$ cat config.mk
export PLATFORM = sky130hd
export DESIGN_NAME = top_k_pair_score_selector
export DESIGN_NICKNAME = d
export VERILOG_FILES = /design/src/rtl/tkps_pkg.sv /design/src/rtl/tkps_front.sv /design/src/rtl/tkps_queue.sv /design/src/rtl/tkps_back.sv /design/src/rtl/top_k_pair_score_selector.sv
export SDC_FILE = /design/constraint.sdc
export NUM_CORES = 1
export LEC_CHECK = 0
export BUFFER_PORTS_ARGS = -buffer_cell sky130_fd_sc_hd__buf_4
export CELL_PAD_IN_SITES_DETAIL_PLACEMENT = 0
export CELL_PAD_IN_SITES_GLOBAL_PLACEMENT = 1
export CORE_UTILIZATION = 46
export CTS_CLUSTER_DIAMETER = 60
export DETAILED_ROUTE_END_ITERATION = 6
export PLACE_DENSITY = 0.87
export SLEW_MARGIN = 5
export SYNTH_ARGS = -nofsm -noshare
export SYNTH_HDL_FRONTEND = slang
export SYNTH_SLANG_ARGS = --single-unit
$ cat constraint.sdc
create_clock -name clock -period 8.53 [get_ports clock]
set_clock_uncertainty 0.2 [all_clocks]
set_input_delay 1.706 -clock clock [delete_from_list [all_inputs] [get_ports clock]]
set_output_delay 1.706 -clock clock [all_outputs]
set_load 0.1 [all_outputs]
$ cat src/rtl/tkps_pkg.sv
// Shared types, constants and helper functions of the top-k pair score selector.
`timescale 1ns / 1ps
package tkps_pkg;

   localparam int K_MAX       = 3;
   localparam int MAX_DIM     = 64;
   localparam int SCORE_W     = 16;
   localparam int IDX_W       = 6;
   localparam int CFG_W       = 7;
   localparam int RANK_W      = 2;
   localparam int FILL_W      = 2;
   localparam int CSR_IDX_W   = 3;
   localparam int QUEUE_DEPTH = 4;
   localparam int QPTR_W      = 2;
   localparam int QCNT_W      = 3;

   localparam logic [CSR_IDX_W-1:0] REG_PAIR_MODE  = 3'd0;
   localparam logic [CSR_IDX_W-1:0] REG_ROW_COUNT  = 3'd1;
   localparam logic [CSR_IDX_W-1:0] REG_COL_COUNT  = 3'd2;
   localparam logic [CSR_IDX_W-1:0] REG_SKIP_COUNT = 3'd3;
   localparam logic [CSR_IDX_W-1:0] REG_TOP_K      = 3'd4;

   typedef struct packed {
      logic             pair_mode;
      logic [CFG_W-1:0] row_count;
      logic [CFG_W-1:0] col_count;
      logic [CFG_W-1:0] skip_count;
      logic [1:0]       top_k;
   } cfg_type;

   // One classified score on its way from the front to the back.
   typedef struct packed {
      logic [SCORE_W-1:0] score;
      logic               qualify;
      logic [IDX_W-1:0]   first_index;
      logic [IDX_W-1:0]   second_index;
      logic               last_item;
   } entry_type;

   // Dimension of 0 counts as 1, anything above MAX_DIM as MAX_DIM.
   function automatic logic [CFG_W-1:0] clamp_dim(input logic [CFG_W-1:0] v);
      logic [CFG_W-1:0] r;
      r = v;
      if (v == '0) begin
         r = CFG_W'(1);
      end else if (v > CFG_W'(MAX_DIM)) begin
         r = CFG_W'(MAX_DIM);
      end
      return r;
   endfunction

   function automatic logic [FILL_W-1:0] eff_top(input logic [1:0] v);
      logic [FILL_W-1:0] r;
      r = FILL_W'(v);
      if (v == '0) begin
         r = FILL_W'(1);
      end else if (v > 2'(K_MAX)) begin
         r = FILL_W'(K_MAX);
      end
      return r;
   endfunction

endpackage

$ cat src/rtl/tkps_front.sv
// Front part: position tracking and qualification of each incoming score.
`timescale 1ns / 1ps
module tkps_front
   import tkps_pkg::*;
(
   input  logic               clock,
   input  logic               reset,
   input  cfg_type            cfg,
   input  logic               push,
   input  logic [SCORE_W-1:0] score,
   input  logic               last_item,
   output entry_type          entry
);

   logic [IDX_W-1:0] row_pos_ff, row_pos_in;
   logic [IDX_W-1:0] col_pos_ff, col_pos_in;
   logic [CFG_W-1:0] rows;
   logic [CFG_W-1:0] cols;
   logic [IDX_W-1:0] row_eff;
   logic [IDX_W-1:0] col_eff;
   logic [CFG_W-1:0] col_inc;
   logic [CFG_W-1:0] row_inc;
   logic [CFG_W-1:0] shifted;

   always_comb begin
      rows    = clamp_dim(cfg.row_count);
      cols    = clamp_dim(cfg.col_count);
      // wrap positions that fall outside the current shape
      col_eff = ({1'b0, col_pos_ff} >= cols) ? '0 : col_pos_ff;
      row_eff = ({1'b0, row_pos_ff} >= rows) ? '0 : row_pos_ff;
      col_inc = {1'b0, col_eff} + CFG_W'(1);
      row_inc = {1'b0, row_eff} + CFG_W'(1);
      shifted = {1'b0, col_eff} - cfg.skip_count;

      entry.score     = score;
      entry.last_item = last_item;
      if (cfg.pair_mode) begin
         entry.qualify      = col_eff > row_eff;
         entry.first_index  = row_eff;
         entry.second_index = col_eff;
      end else begin
         entry.qualify      = {1'b0, col_eff} >= cfg.skip_count;
         entry.first_index  = shifted[IDX_W-1:0];
         entry.second_index = '0;
      end

      if (col_inc >= cols) begin
         col_pos_in = '0;
         if (cfg.pair_mode && (row_inc < rows)) begin
            row_pos_in = row_inc[IDX_W-1:0];
         end else begin
            row_pos_in = '0;
         end
      end else begin
         col_pos_in = col_inc[IDX_W-1:0];
         row_pos_in = row_eff;
      end
      // a run ends with its last item: restart at the origin
      if (last_item) begin
         col_pos_in = '0;
         row_pos_in = '0;
      end
   end

   always_ff @(posedge clock) begin
      if (reset) begin
         row_pos_ff <= '0;
         col_pos_ff <= '0;
      end else if (push) begin
         row_pos_ff <= row_pos_in;
         col_pos_ff <= col_pos_in;
      end
   end

endmodule

$ cat src/rtl/tkps_queue.sv
// Short queue of classified entries between the front and the back.
`timescale 1ns / 1ps
module tkps_queue
   import tkps_pkg::*;
(
   input  logic      clock,
   input  logic      reset,
   input  logic      push,
   input  entry_type push_entry,
   output logic      full,
   input  logic      pop,
   output logic      head_valid,
   output entry_type head
);

   entry_type          mem_ff [QUEUE_DEPTH];
   logic [QPTR_W-1:0]  wr_ptr_ff;
   logic [QPTR_W-1:0]  rd_ptr_ff;
   logic [QCNT_W-1:0]  count_ff;
   logic               do_push;
   logic               do_pop;

   assign full       = count_ff == QCNT_W'(QUEUE_DEPTH);
   assign head_valid = count_ff != '0;
   assign head       = mem_ff[rd_ptr_ff];
   assign do_push    = push && !full;
   assign do_pop     = pop && head_valid;

   always_ff @(posedge clock) begin
      if (do_push) begin
         mem_ff[wr_ptr_ff] <= push_entry;
      end
   end

   always_ff @(posedge clock) begin
      if (reset) begin
         wr_ptr_ff <= '0;
         rd_ptr_ff <= '0;
         count_ff  <= '0;
      end else begin
         if (do_push) begin
            wr_ptr_ff <= wr_ptr_ff + QPTR_W'(1);
         end
         if (do_pop) begin
            rd_ptr_ff <= rd_ptr_ff + QPTR_W'(1);
         end
         if (do_push && !do_pop) begin
            count_ff <= count_ff + QCNT_W'(1);
         end else if (do_pop && !do_push) begin
            count_ff <= count_ff - QCNT_W'(1);
         end
      end
   end

endmodule

$ cat src/rtl/tkps_back.sv
// Back part: parallel top-k insert and result emission buffer.
`timescale 1ns / 1ps
module tkps_back
   import tkps_pkg::*;
(
   input  logic               clock,
   input  logic               reset,
   input  cfg_type            cfg,
   input  logic               head_valid,
   input  entry_type          head,
   output logic               pop,
   output logic               rsp_valid,
   input  logic               rsp_stall,
   output logic [SCORE_W-1:0] rsp_best_score,
   output logic [IDX_W-1:0]   rsp_first_index,
   output logic [IDX_W-1:0]   rsp_second_index,
   output logic [RANK_W-1:0]  rsp_rank,
   output logic               rsp_empty_res,
   output logic               rsp_last_result
);

   logic [SCORE_W-1:0] kept_score_ff [K_MAX];
   logic [IDX_W-1:0]   kept_row_ff   [K_MAX];
   logic [IDX_W-1:0]   kept_col_ff   [K_MAX];
   logic [FILL_W-1:0]  kept_fill_ff;

   logic [SCORE_W-1:0] kept_score_in [K_MAX];
   logic [IDX_W-1:0]   kept_row_in   [K_MAX];
   logic [IDX_W-1:0]   kept_col_in   [K_MAX];
   logic [FILL_W-1:0]  kept_fill_in;

   logic [SCORE_W-1:0] emit_score_ff [K_MAX];
   logic [IDX_W-1:0]   emit_row_ff   [K_MAX];
   logic [IDX_W-1:0]   emit_col_ff   [K_MAX];
   logic [FILL_W-1:0]  emit_cnt_ff;
   logic [RANK_W-1:0]  emit_idx_ff;
   logic               emit_busy_ff;

   logic [FILL_W-1:0]  k;
   logic [FILL_W-1:0]  n;
   logic [FILL_W-1:0]  tail;
   logic [FILL_W-1:0]  p;
   logic [FILL_W-1:0]  n_out;
   logic [K_MAX-1:0]   ge;
   logic               run;
   logic               insert;
   logic               rsp_take;
   logic               emit_empty;

   // a last item may refill the snapshot in the cycle its final result leaves
   assign pop      = head_valid &&
                     (!head.last_item || !emit_busy_ff || (rsp_take && rsp_last_result));
   assign rsp_take = emit_busy_ff && !rsp_stall;

   always_comb begin
      k    = eff_top(cfg.top_k);
      n    = (kept_fill_ff < k) ? kept_fill_ff : k;
      tail = (n < k) ? n : (k - FILL_W'(1));
      for (int i = 0; i < K_MAX; i++) begin
         ge[i] = (FILL_W'(i) < n) && (kept_score_ff[i] >= head.score);
      end
      // insertion slot = number of leading kept scores not below the new one
      run = 1'b1;
      p   = '0;
      for (int i = 0; i < K_MAX; i++) begin
         if (run && ge[i]) begin
            p = p + FILL_W'(1);
         end else begin
            run = 1'b0;
         end
      end
      insert = head.qualify && (p < k);

      for (int i = 0; i < K_MAX; i++) begin
         kept_score_in[i] = kept_score_ff[i];
         kept_row_in[i]   = kept_row_ff[i];
         kept_col_in[i]   = kept_col_ff[i];
         if (insert) begin
            if (FILL_W'(i) == p) begin
               kept_score_in[i] = head.score;
               kept_row_in[i]   = head.first_index;
               kept_col_in[i]   = head.second_index;
            end else if (i > 0) begin
               if ((FILL_W'(i) > p) && (FILL_W'(i) <= tail)) begin
                  kept_score_in[i] = kept_score_ff[i-1];
                  kept_row_in[i]   = kept_row_ff[i-1];
                  kept_col_in[i]   = kept_col_ff[i-1];
               end
            end
         end
      end
      kept_fill_in = insert ? ((n < k) ? (n + FILL_W'(1)) : k) : kept_fill_ff;
      n_out        = (kept_fill_in < k) ? kept_fill_in : k;
   end

   always_ff @(posedge clock) begin
      if (reset) begin
         for (int i = 0; i < K_MAX; i++) begin
            kept_score_ff[i] <= '0;
            kept_row_ff[i]   <= '0;
            kept_col_ff[i]   <= '0;
         end
         kept_fill_ff <= '0;
      end else if (pop) begin
         if (head.last_item) begin
            for (int i = 0; i < K_MAX; i++) begin
               kept_score_ff[i] <= '0;
               kept_row_ff[i]   <= '0;
               kept_col_ff[i]   <= '0;
            end
            kept_fill_ff <= '0;
         end else begin
            for (int i = 0; i < K_MAX; i++) begin
               kept_score_ff[i] <= kept_score_in[i];
               kept_row_ff[i]   <= kept_row_in[i];
               kept_col_ff[i]   <= kept_col_in[i];
            end
            kept_fill_ff <= kept_fill_in;
         end
      end
   end

   // snapshot of a finished run; drained one rank per accepted item
   always_ff @(posedge clock) begin
      if (pop && head.last_item) begin
         for (int i = 0; i < K_MAX; i++) begin
            emit_score_ff[i] <= kept_score_in[i];
            emit_row_ff[i]   <= kept_row_in[i];
            emit_col_ff[i]   <= kept_col_in[i];
         end
         emit_cnt_ff <= n_out;
      end
   end

   always_ff @(posedge clock) begin
      if (reset) begin
         emit_busy_ff <= 1'b0;
         emit_idx_ff  <= '0;
      end else if (pop && head.last_item) begin
         emit_busy_ff <= 1'b1;
         emit_idx_ff  <= '0;
      end else if (rsp_take) begin
         if (rsp_last_result) begin
            emit_busy_ff <= 1'b0;
            emit_idx_ff  <= '0;
         end else begin
            emit_idx_ff <= emit_idx_ff + RANK_W'(1);
         end
      end
   end

   assign emit_empty       = emit_cnt_ff == '0;
   assign rsp_valid        = emit_busy_ff;
   assign rsp_empty_res    = emit_empty;
   assign rsp_rank         = emit_idx_ff;
   assign rsp_last_result  = emit_empty || (FILL_W'(emit_idx_ff) == (emit_cnt_ff - FILL_W'(1)));
   assign rsp_best_score   = emit_empty ? '0 : emit_score_ff[emit_idx_ff];
   assign rsp_first_index  = emit_empty ? '0 : emit_row_ff[emit_idx_ff];
   assign rsp_second_index = emit_empty ? '0 : emit_col_ff[emit_idx_ff];

endmodule

$ cat src/rtl/top_k_pair_score_selector.sv
// Top level of the top-k pair score selector: registers, front, queue and back.
`timescale 1ns / 1ps
// Usage:
//   req_*  : one Q0.16 score per item; req_last_item closes a run. Accepted at a
//            clock edge with req_valid high and req_stall low.
//   rsp_*  : results of a run, best first, ranked 0..top_k-1; rsp_last_result
//            marks the final one. An empty run gives one item with rsp_empty_res.
//   csr_*  : register writes (index, 7-bit data); csr_ready is always high.
//            Write only while no run is in flight.
// Throughput: one score per cycle while req_stall is low. The front classifies each
//   score by its row/column position, a four-entry queue decouples it from the
//   back, which inserts into the three kept slots in parallel.
// Results: rsp_valid is registered and rises once the back has popped the last
//   item of a run from the queue. A run's results drain one per cycle, unless
//   rsp_stall holds them, from a snapshot buffer while the next run streams in;
//   the next last item waits until the final result of that buffer is taken.
// Stall: a stalled result holds; backpressure fills the queue and then raises
//   req_stall.
// Reset: synchronous, active high; registers return to pair mode, 64 x 64,
//   skip 0, top 3, and all run state is cleared.
module top_k_pair_score_selector
   import tkps_pkg::*;
(
   input  logic                 clock,
   input  logic                 reset,
   input  logic                 req_valid,
   output logic                 req_stall,
   input  logic [SCORE_W-1:0]   req_score,
   input  logic                 req_last_item,
   output logic                 rsp_valid,
   input  logic                 rsp_stall,
   output logic [SCORE_W-1:0]   rsp_best_score,
   output logic [IDX_W-1:0]     rsp_first_index,
   output logic [IDX_W-1:0]     rsp_second_index,
   output logic [RANK_W-1:0]    rsp_rank,
   output logic                 rsp_empty_res,
   output logic                 rsp_last_result,
   input  logic                 csr_valid,
   output logic                 csr_ready,
   input  logic [CSR_IDX_W-1:0] csr_index,
   input  logic [CFG_W-1:0]     csr_wdata
);

   cfg_type   cfg_ff;
   entry_type front_entry;
   entry_type head;
   logic      q_full;
   logic      q_head_valid;
   logic      q_pop;
   logic      push;

   assign csr_ready = 1'b1;
   assign req_stall = q_full;
   assign push      = req_valid && !q_full;

   // register file: unknown indexes are dropped
   always_ff @(posedge clock) begin
      if (reset) begin
         cfg_ff.pair_mode  <= 1'b1;
         cfg_ff.row_count  <= CFG_W'(MAX_DIM);
         cfg_ff.col_count  <= CFG_W'(MAX_DIM);
         cfg_ff.skip_count <= '0;
         cfg_ff.top_k      <= 2'(K_MAX);
      end else if (csr_valid && csr_ready) begin
         unique case (csr_index)
            REG_PAIR_MODE:  cfg_ff.pair_mode  <= csr_wdata[0];
            REG_ROW_COUNT:  cfg_ff.row_count  <= csr_wdata;
            REG_COL_COUNT:  cfg_ff.col_count  <= csr_wdata;
            REG_SKIP_COUNT: cfg_ff.skip_count <= csr_wdata;
            REG_TOP_K:      cfg_ff.top_k      <= csr_wdata[1:0];
            default: begin
            end
         endcase
      end
   end

   tkps_front u_front (
      .clock     (clock),
      .reset     (reset),
      .cfg       (cfg_ff),
      .push      (push),
      .score     (req_score),
      .last_item (req_last_item),
      .entry     (front_entry)
   );

   tkps_queue u_queue (
      .clock      (clock),
      .reset      (reset),
      .push       (push),
      .push_entry (front_entry),
      .full       (q_full),
      .pop        (q_pop),
      .head_valid (q_head_valid),
      .head       (head)
   );

   tkps_back u_back (
      .clock            (clock),
      .reset            (reset),
      .cfg              (cfg_ff),
      .head_valid       (q_head_valid),
      .head             (head),
      .pop              (q_pop),
      .rsp_valid        (rsp_valid),
      .rsp_stall        (rsp_stall),
      .rsp_best_score   (rsp_best_score),
      .rsp_first_index  (rsp_first_index),
      .rsp_second_index (rsp_second_index),
      .rsp_rank         (rsp_rank),
      .rsp_empty_res    (rsp_empty_res),
      .rsp_last_result  (rsp_last_result)
   );

endmodule
==> impl_metrics.csv, run 1 <==
group,metric,value,unit
placed_design,hpwlAfterDp,27800,microns
worst_setup_path,crit_top_cell,"ha_1",
logic_synthesis,synth_seq_cells,342,
clocking,root_buffer,"clkbuf_16",
worst_setup_path,endpoint_kind,"flop",
worst_setup_path,path_max_fanout,29,
finish,final_common_cell,"edfxtp_1",
clocking,clk_path_buf_depth,3,
clocking,postCtsHoldBufs,0,
global_route,top_usage_layer,"met2",
timing,fin_crit_sh,78.2,%
worst_setup_path,critPathKind,"reg -> reg",
worst_setup_path,start_kind,"flop",
floorplan,design.die.area,0.0386,sq mm
global_route,use_met2,36.1,%
flow_run,maxCapViolations,0,
worst_setup_path,critPathMaxStageDelay,720,ps
routing,final_antenna_net_count,0,
power,leakagePower,7.48,nW
global_route,grt_usage,22.1,%
logic_synthesis,syn-num-nets,1543,
global_route,met3_usage,4.40,%
clocking,cts_buffers,37,
logic_synthesis,ys_types,71,
global_route,antenna_found_initial,0,
finish,final_cell_mix,"290 x edfxtp_1, 114 x nor2_1, 101 x ha_1",
clocking,cts_tree,"done",
timing,slew_violations,0,
floorplan,die_width,196,microns
timing,timing.fmax,150,MHz
timing,tightestPinTransition,1250,ps
timing,setup_viol,0,
clocking,htreeDepth,2,
routing,drc,0,
routing,wl_per_cell,21.4,microns
worst_hold_path,hp-class,"reg -> reg",
worst_setup_path,crit_chain,"mux4_2 > inv_1 > ha_1 > a211oi_1 > o21ai_1 > a2111oi_0 > o21a_1 > nor2_1 > ha_1 > a21oi_1 > and2_1 > clkinv_1 > a211o_1 > and2_4 > o21ai_0 > ha_1 > o21ai_0 > o311a_1",
worst_setup_path,worstPathArrival,6870,ps
finish,drive_gt1_share,14.0,%
logic_synthesis,synth_cells,1408,
worst_setup_path,cpMaxStageDelayCell,"dfxtp_2",
routing,wl,42300,microns
global_route,grt_util_met1,30.1,%
placed_design,port_buffers,65,
global_route,grt_pass1_vias,11600,
logic_synthesis,synth.avg_cell_area,12.4,sq um
clocking,path_clk_slew,60,ps
timing,tns,0,ps
power,powerDensity,362,mW/mm^2
timing,final-hold-violation-count,0,
placed_design,gp_congestion,0.900,
clocking,cts.sinks,342,
routing,first_pass_iters,5,
logic_synthesis,async_flop_share,0,%
logic_synthesis,synth_warnings,0,
floorplan,die_y,196,microns
routing,vias_per_cell,5.94,
floorplan,initial_core_util,47.2,%
logic_synthesis,synth-edff-count,290,
global_route,grt_max_degree,65,
floorplan,core-area,0.0369,sq mm
placed_design,dp_slack,1990,ps
logic_synthesis,syn_area,0.0174,sq mm
routing,drt_iter0_markers,1146,
floorplan,pin_count,67,
routing,vias,11800,
global_route,gr-total-overflow,0,
finish,syn_to_final_growth,12.4,%
clocking,cts_setup_buffers,0,
power,ir_drop,0.000161,V
timing,rsz0062_at_grt,"false",
timing,post-route-min-period,6670,ps
floorplan,row_count,70,
worst_setup_path,required,8730,ps
logic_synthesis,synth_area_leaders,"edfxtp_1 50%, ha_1 7.3%, dfxtp_1 6.0%, mux4_2 3.9%, mux2i_1 3.0%",
timing,slew_headroom,16.6,%
logic_synthesis,synth_top_cell_by_area,"edfxtp_1",
logic_synthesis,ys_seq_area_share,56.0,%
finish,final_util,53.0,%
status,status,"completed",
timing,setup_slack,1860,ps
clocking,clk_latency,520,ps
clocking,ctsResizeCount,0,
global_route,grt_pass1_wl,66100,microns
finish,diodes,0,
logic_synthesis,synth_top_cell_area_share,50.0,%
finish,fin_nets,1582,
logic_synthesis,synthFlopType,"edfxtp_1",
==> cells in the mapped netlist, types with 38 or more instances <==
| master | count |
|---|---|
| edfxtp_1 | 290 |
| nor2_1 | 114 |
| ha_1 | 101 |
| a21oi_1 | 94 |
| inv_1 | 85 |
| mux2i_1 | 53 |
| dfxtp_1 | 52 |
| nand2_1 | 51 |
| clkbuf_1 | 48 |
| a21o_1 | 46 |
| o21ai_0 | 45 |
| and2_1 | 38 |
==> through the flow <==
step           cells  total power [mW]  area, sq um  hold WS [ps]
2_1_floorplan   1408              4.68        17400           256
3_3_place_gp    1912              5.40        18300           278
3_5_place_dp    1912              5.45        18300           291
4_1_cts         1978              7.09        19600           299
5_1_grt         1978              7.41        19600           334
6_report        1978              7.07        19600           298
==> path summary, 6_finish.rpt <==
| path | startpoint | endpoint | slack (ps) | depth (start not counted) |
|---|---|---|---|---|
| max | flop | u_back.emit_cnt_ff[0] | 1860 | 18 |
| min | u_queue.wr_ptr_ff[1] | u_queue.wr_ptr_ff[1] | 300 | 2 |
| max reg2reg | flop | u_back.emit_cnt_ff[0] | 1860 | 18 |
| min reg2reg | u_queue.wr_ptr_ff[1] | u_queue.wr_ptr_ff[1] | 300 | 2 |
==> critical path, delay by kind of cell, from the launching register on <==
family / cells / cell delay (ps)
AO/OA/AOI/OAI: 9 / 2700
adder cells (fa/ha/maj): 3 / 860
AND/OR/NAND/NOR: 3 / 730
flip-flops: 1 / 720
buffers and inverters: 2 / 680
multiplexers: 1 / 620
==> report_power, final <==
part	internal [mW]	switching, mW
sequential	2.43	0.256
clock	0.995	0.644
combinational	0.798	1.95
total	4.23	2.85
==> flip-flops by register name (all words and copies together), names as in the netlist, named ones only <==
signal,flops
u_back.kept_score_ff,48
u_queue.rd_ptr_ff,2
u_back.emit_score_ff,48
u_queue.count_ff,3
u_back.kept_col_ff,18
u_front.row_pos_ff,6
u_back.rsp_valid,1
u_back.kept_fill_ff,2
u_back.emit_col_ff,18
u_back.kept_row_ff,18
cfg_ff,24
u_queue.mem_ff,120
u_front.col_pos_ff,6
u_back.emit_cnt_ff,2
u_back.rsp_rank,2
u_queue.wr_ptr_ff,2
u_back.emit_row_ff,18
==> metal layers <==
| metal | part of all wire [%] | routed length (microns) |
|---|---|---|
| met4 | 2.1 | 874 |
| met1 | 44 | 18400 |
| met3 | 6.9 | 2910 |
| met5 | 0 | 0 |
| met2 | 47 | 20000 |
==> cells by family (layout without fill, tap and decap cells) <==
kind of cell | count (synthesis) | in the layout | share of synthesized area (%)
AOI/OAI and AO/OA | 390 | 390 | 15.6
DFF | 342 | 342 | 56.0
and+or+nand+nor | 284 | 284 | 7.73
buffers and inverters | 173 | 239 | 4.36
adders and majority gates | 103 | 103 | 7.49
muxes | 97 | 97 | 7.84
xor gates and xnor gates | 18 | 18 | 0.906
other | 1 | 1 | 0.0216
==> layout make-up <==
class	instances	area, sq um
well taps	504	631
flip-flops and latches	342	9750
multi-input cells	893	6950
inverters	88	330
clock inverters	19	225
clock buffers	47	1020
fillers	3077	17300
repair buffers	85	651
Note: power is estimated with default switching activity, not from simulation.
==> run 2: changes to the inputs <==
--- a/config.mk
+++ b/config.mk
@@ -8,10 +8,10 @@
 export BUFFER_PORTS_ARGS = -buffer_cell sky130_fd_sc_hd__buf_4
 export CELL_PAD_IN_SITES_DETAIL_PLACEMENT = 0
 export CELL_PAD_IN_SITES_GLOBAL_PLACEMENT = 1
-export CORE_UTILIZATION = 46
+export CORE_UTILIZATION = 51
 export CTS_CLUSTER_DIAMETER = 60
 export DETAILED_ROUTE_END_ITERATION = 6
-export PLACE_DENSITY = 0.87
+export PLACE_DENSITY = 0.91
 export SLEW_MARGIN = 5
 export SYNTH_ARGS = -nofsm -noshare
 export SYNTH_HDL_FRONTEND = slang
==> constraint.sdc (replaced) <==
create_clock -name clock -period 6.2 [get_ports clock]
set_clock_uncertainty 0.2 [all_clocks]
set_input_delay 1.24 -clock clock [delete_from_list [all_inputs] [get_ports clock]]
set_output_delay 1.24 -clock clock [all_outputs]
set_load 0.1 [all_outputs]
==> impl_metrics.csv, run 2 (synthesized netlist as in run 1, its figures left out) <==
group,metric,value,unit
worst_setup_path,path_buf_inv,3,
floorplan,design.die.area,0.0349,sq mm
worst_setup_path,crit_top_cell,"ha_1",
timing,slew_headroom,30.4,%
clocking,ctsResizeCount,0,
worst_setup_path,critPathMaxStageDelay,560,ps
worst_hold_path,hp-start,"cfg_ff[3]",
global_route,grt_usage,24.1,%
placed_design,hpwlAfterDp,27900,microns
global_route,grt_pass1_wl,65900,microns
global_route,gr-total-overflow,0,
finish,regMostFlops,"u_queue.mem_ff",
routing,drc,0,
power,power,9.76,mW
finish,fillers,2670,
routing,final_antenna_net_count,0,
placed_design,dp_slack,651,ps
power,ir_drop,0.000392,V
worst_setup_path,worstPathArrival,5780,ps
timing,tns,0,ps
clocking,clk_path_buf_depth,3,
floorplan,core-area,0.0335,sq mm
routing,first_pass_iters,6,
clocking,postCtsHoldBufs,0,
worst_setup_path,cp_top_family,"compound AO/OA/AOI/OAI gates",
global_route,grt_pass1_vias,11800,
finish,drive_gt1_share,15.0,%
clocking,cts_tree,"done",
finish,fin_nets,1594,
floorplan,initial_core_util,51.9,%
global_route,antenna_found_initial,1,
placed_design,post_dp_cell_area,0.0183,sq mm
floorplan,row_count,67,
routing,vias,11800,
timing,rsz0062_at_grt,"false",
power,powerDensity,498,mW/mm^2
routing,wl_per_cell,21.7,microns
timing,holdWs,296,ps
worst_setup_path,critPathKind,"reg -> reg",
placed_design,port_buffers,65,
clocking,clk_latency,530,ps
timing,post-route-min-period,5590,ps
worst_hold_path,hp-class,"reg -> reg",
floorplan,die_y,187,microns
timing,slew_violations,0,
floorplan,die_width,187,microns
timing,setup_viol,0,
global_route,grt_max_degree,60,
worst_setup_path,cpMaxStageDelayCell,"mux4_2",
placed_design,dp_cells,1867,
finish,largest_registers,"u_queue.mem_ff (120), u_back.emit_score_ff (48), u_back.kept_score_ff (48)",
timing,setup_slack,605,ps
worst_setup_path,required,6380,ps
routing,drt_iter0_markers,1437,
clocking,root_buffer,"clkbuf_16",
finish,fin_area,0.0196,sq mm
power,leakagePower,7.55,nW
finish,final_common_cell,"edfxtp_1",
clocking,path_clk_slew,60,ps
worst_setup_path,start_kind,"flop",
finish,largest_reg_flops,120,
routing,wl,42100,microns
timing,fin_crit_sh,90.2,%
worst_setup_path,path_max_fanout,29,
clocking,cts.sinks,342,
finish,syn_to_final_growth,12.6,%
timing,final-hold-violation-count,0,
clocking,htreeDepth,2,
worst_setup_path,crit_chain,"buf_4 > mux4_2 > inv_1 > ha_1 > a211oi_1 > o21ai_1 > a2111oi_0 > o21a_1 > nor2_1 > ha_1 > a21oi_1 > and2_1 > clkinv_1 > a211o_1 > and2_4 > o21ai_0 > ha_1 > o21ai_0 > o311a_1",
clocking,cts_setup_buffers,0,
routing,vias_per_cell,6.12,
floorplan,pin_count,67,
placed_design,gp_congestion,0.928,
clocking,cts_buffers,38,
timing,timing.fmax,179,MHz
status,status,"completed",
finish,final_cell_mix,"290 x edfxtp_1, 114 x nor2_1, 101 x ha_1",
finish,instances_no_fill,1937,
flow_run,maxCapViolations,0,
timing,tightestPinTransition,1040,ps
finish,final_util,58.4,%
worst_setup_path,endpoint_kind,"flop",
-- run 2: changes by cell type in the layout (fill, tap and decap cells not counted), moves of 2 or more --
cell | before | now
bufinv_16 | 5 | 3
clkinv_1 | 9 | 4
buf_12 | 1 | 3
clkbuf_1 | 7 | 9
clkinv_4 | 0 | 3
clkinv_8 | 0 | 2
buf_4 | 84 | 93
-- run 2: worst paths after layout --
check,end,slack (ps),cells after the start
setup / recovery,u_back.emit_cnt_ff[0],610,19
hold / removal,cfg_ff[3],300,2
setup reg to reg,u_back.emit_cnt_ff[0],610,19
hold reg to reg,cfg_ff[3],300,2
-- run 2: routing by layer --
layer | track usage, % | wire [microns]
met3 | 4.74 | 3430
met1 | 31.7 | 17400
met5 | 0 | 0
met2 | 40.2 | 20300
met4 | 7.63 | 1020
-- run 2: report_power, final --
group          leakage (nW)  switching [mW]  internal, mW
clock                 0.602           0.934          1.31
combinational          3.63            2.68          1.14
sequential             3.31           0.352          3.34
-- run 2: area by class of cell --
type / instances / area [sq um] / area share, %
flip-flops and latches: 342 / 9750 / 49.8
multi-input cells: 893 / 6940 / 35.4
clock inverters: 20 / 226 / 1.16
repair buffers: 96 / 758 / 3.87
diodes: 1 / 2.50 / 0.0128
inverters: 88 / 330 / 1.69
clock buffers: 49 / 1020 / 5.22
well taps: 448 / 561 / 2.86
-- run 2: worst min-delay path, stage by stage (launching register included) --
cell     delay, ps
dfxtp_1        330
mux2i_1         70
nor2_1          70
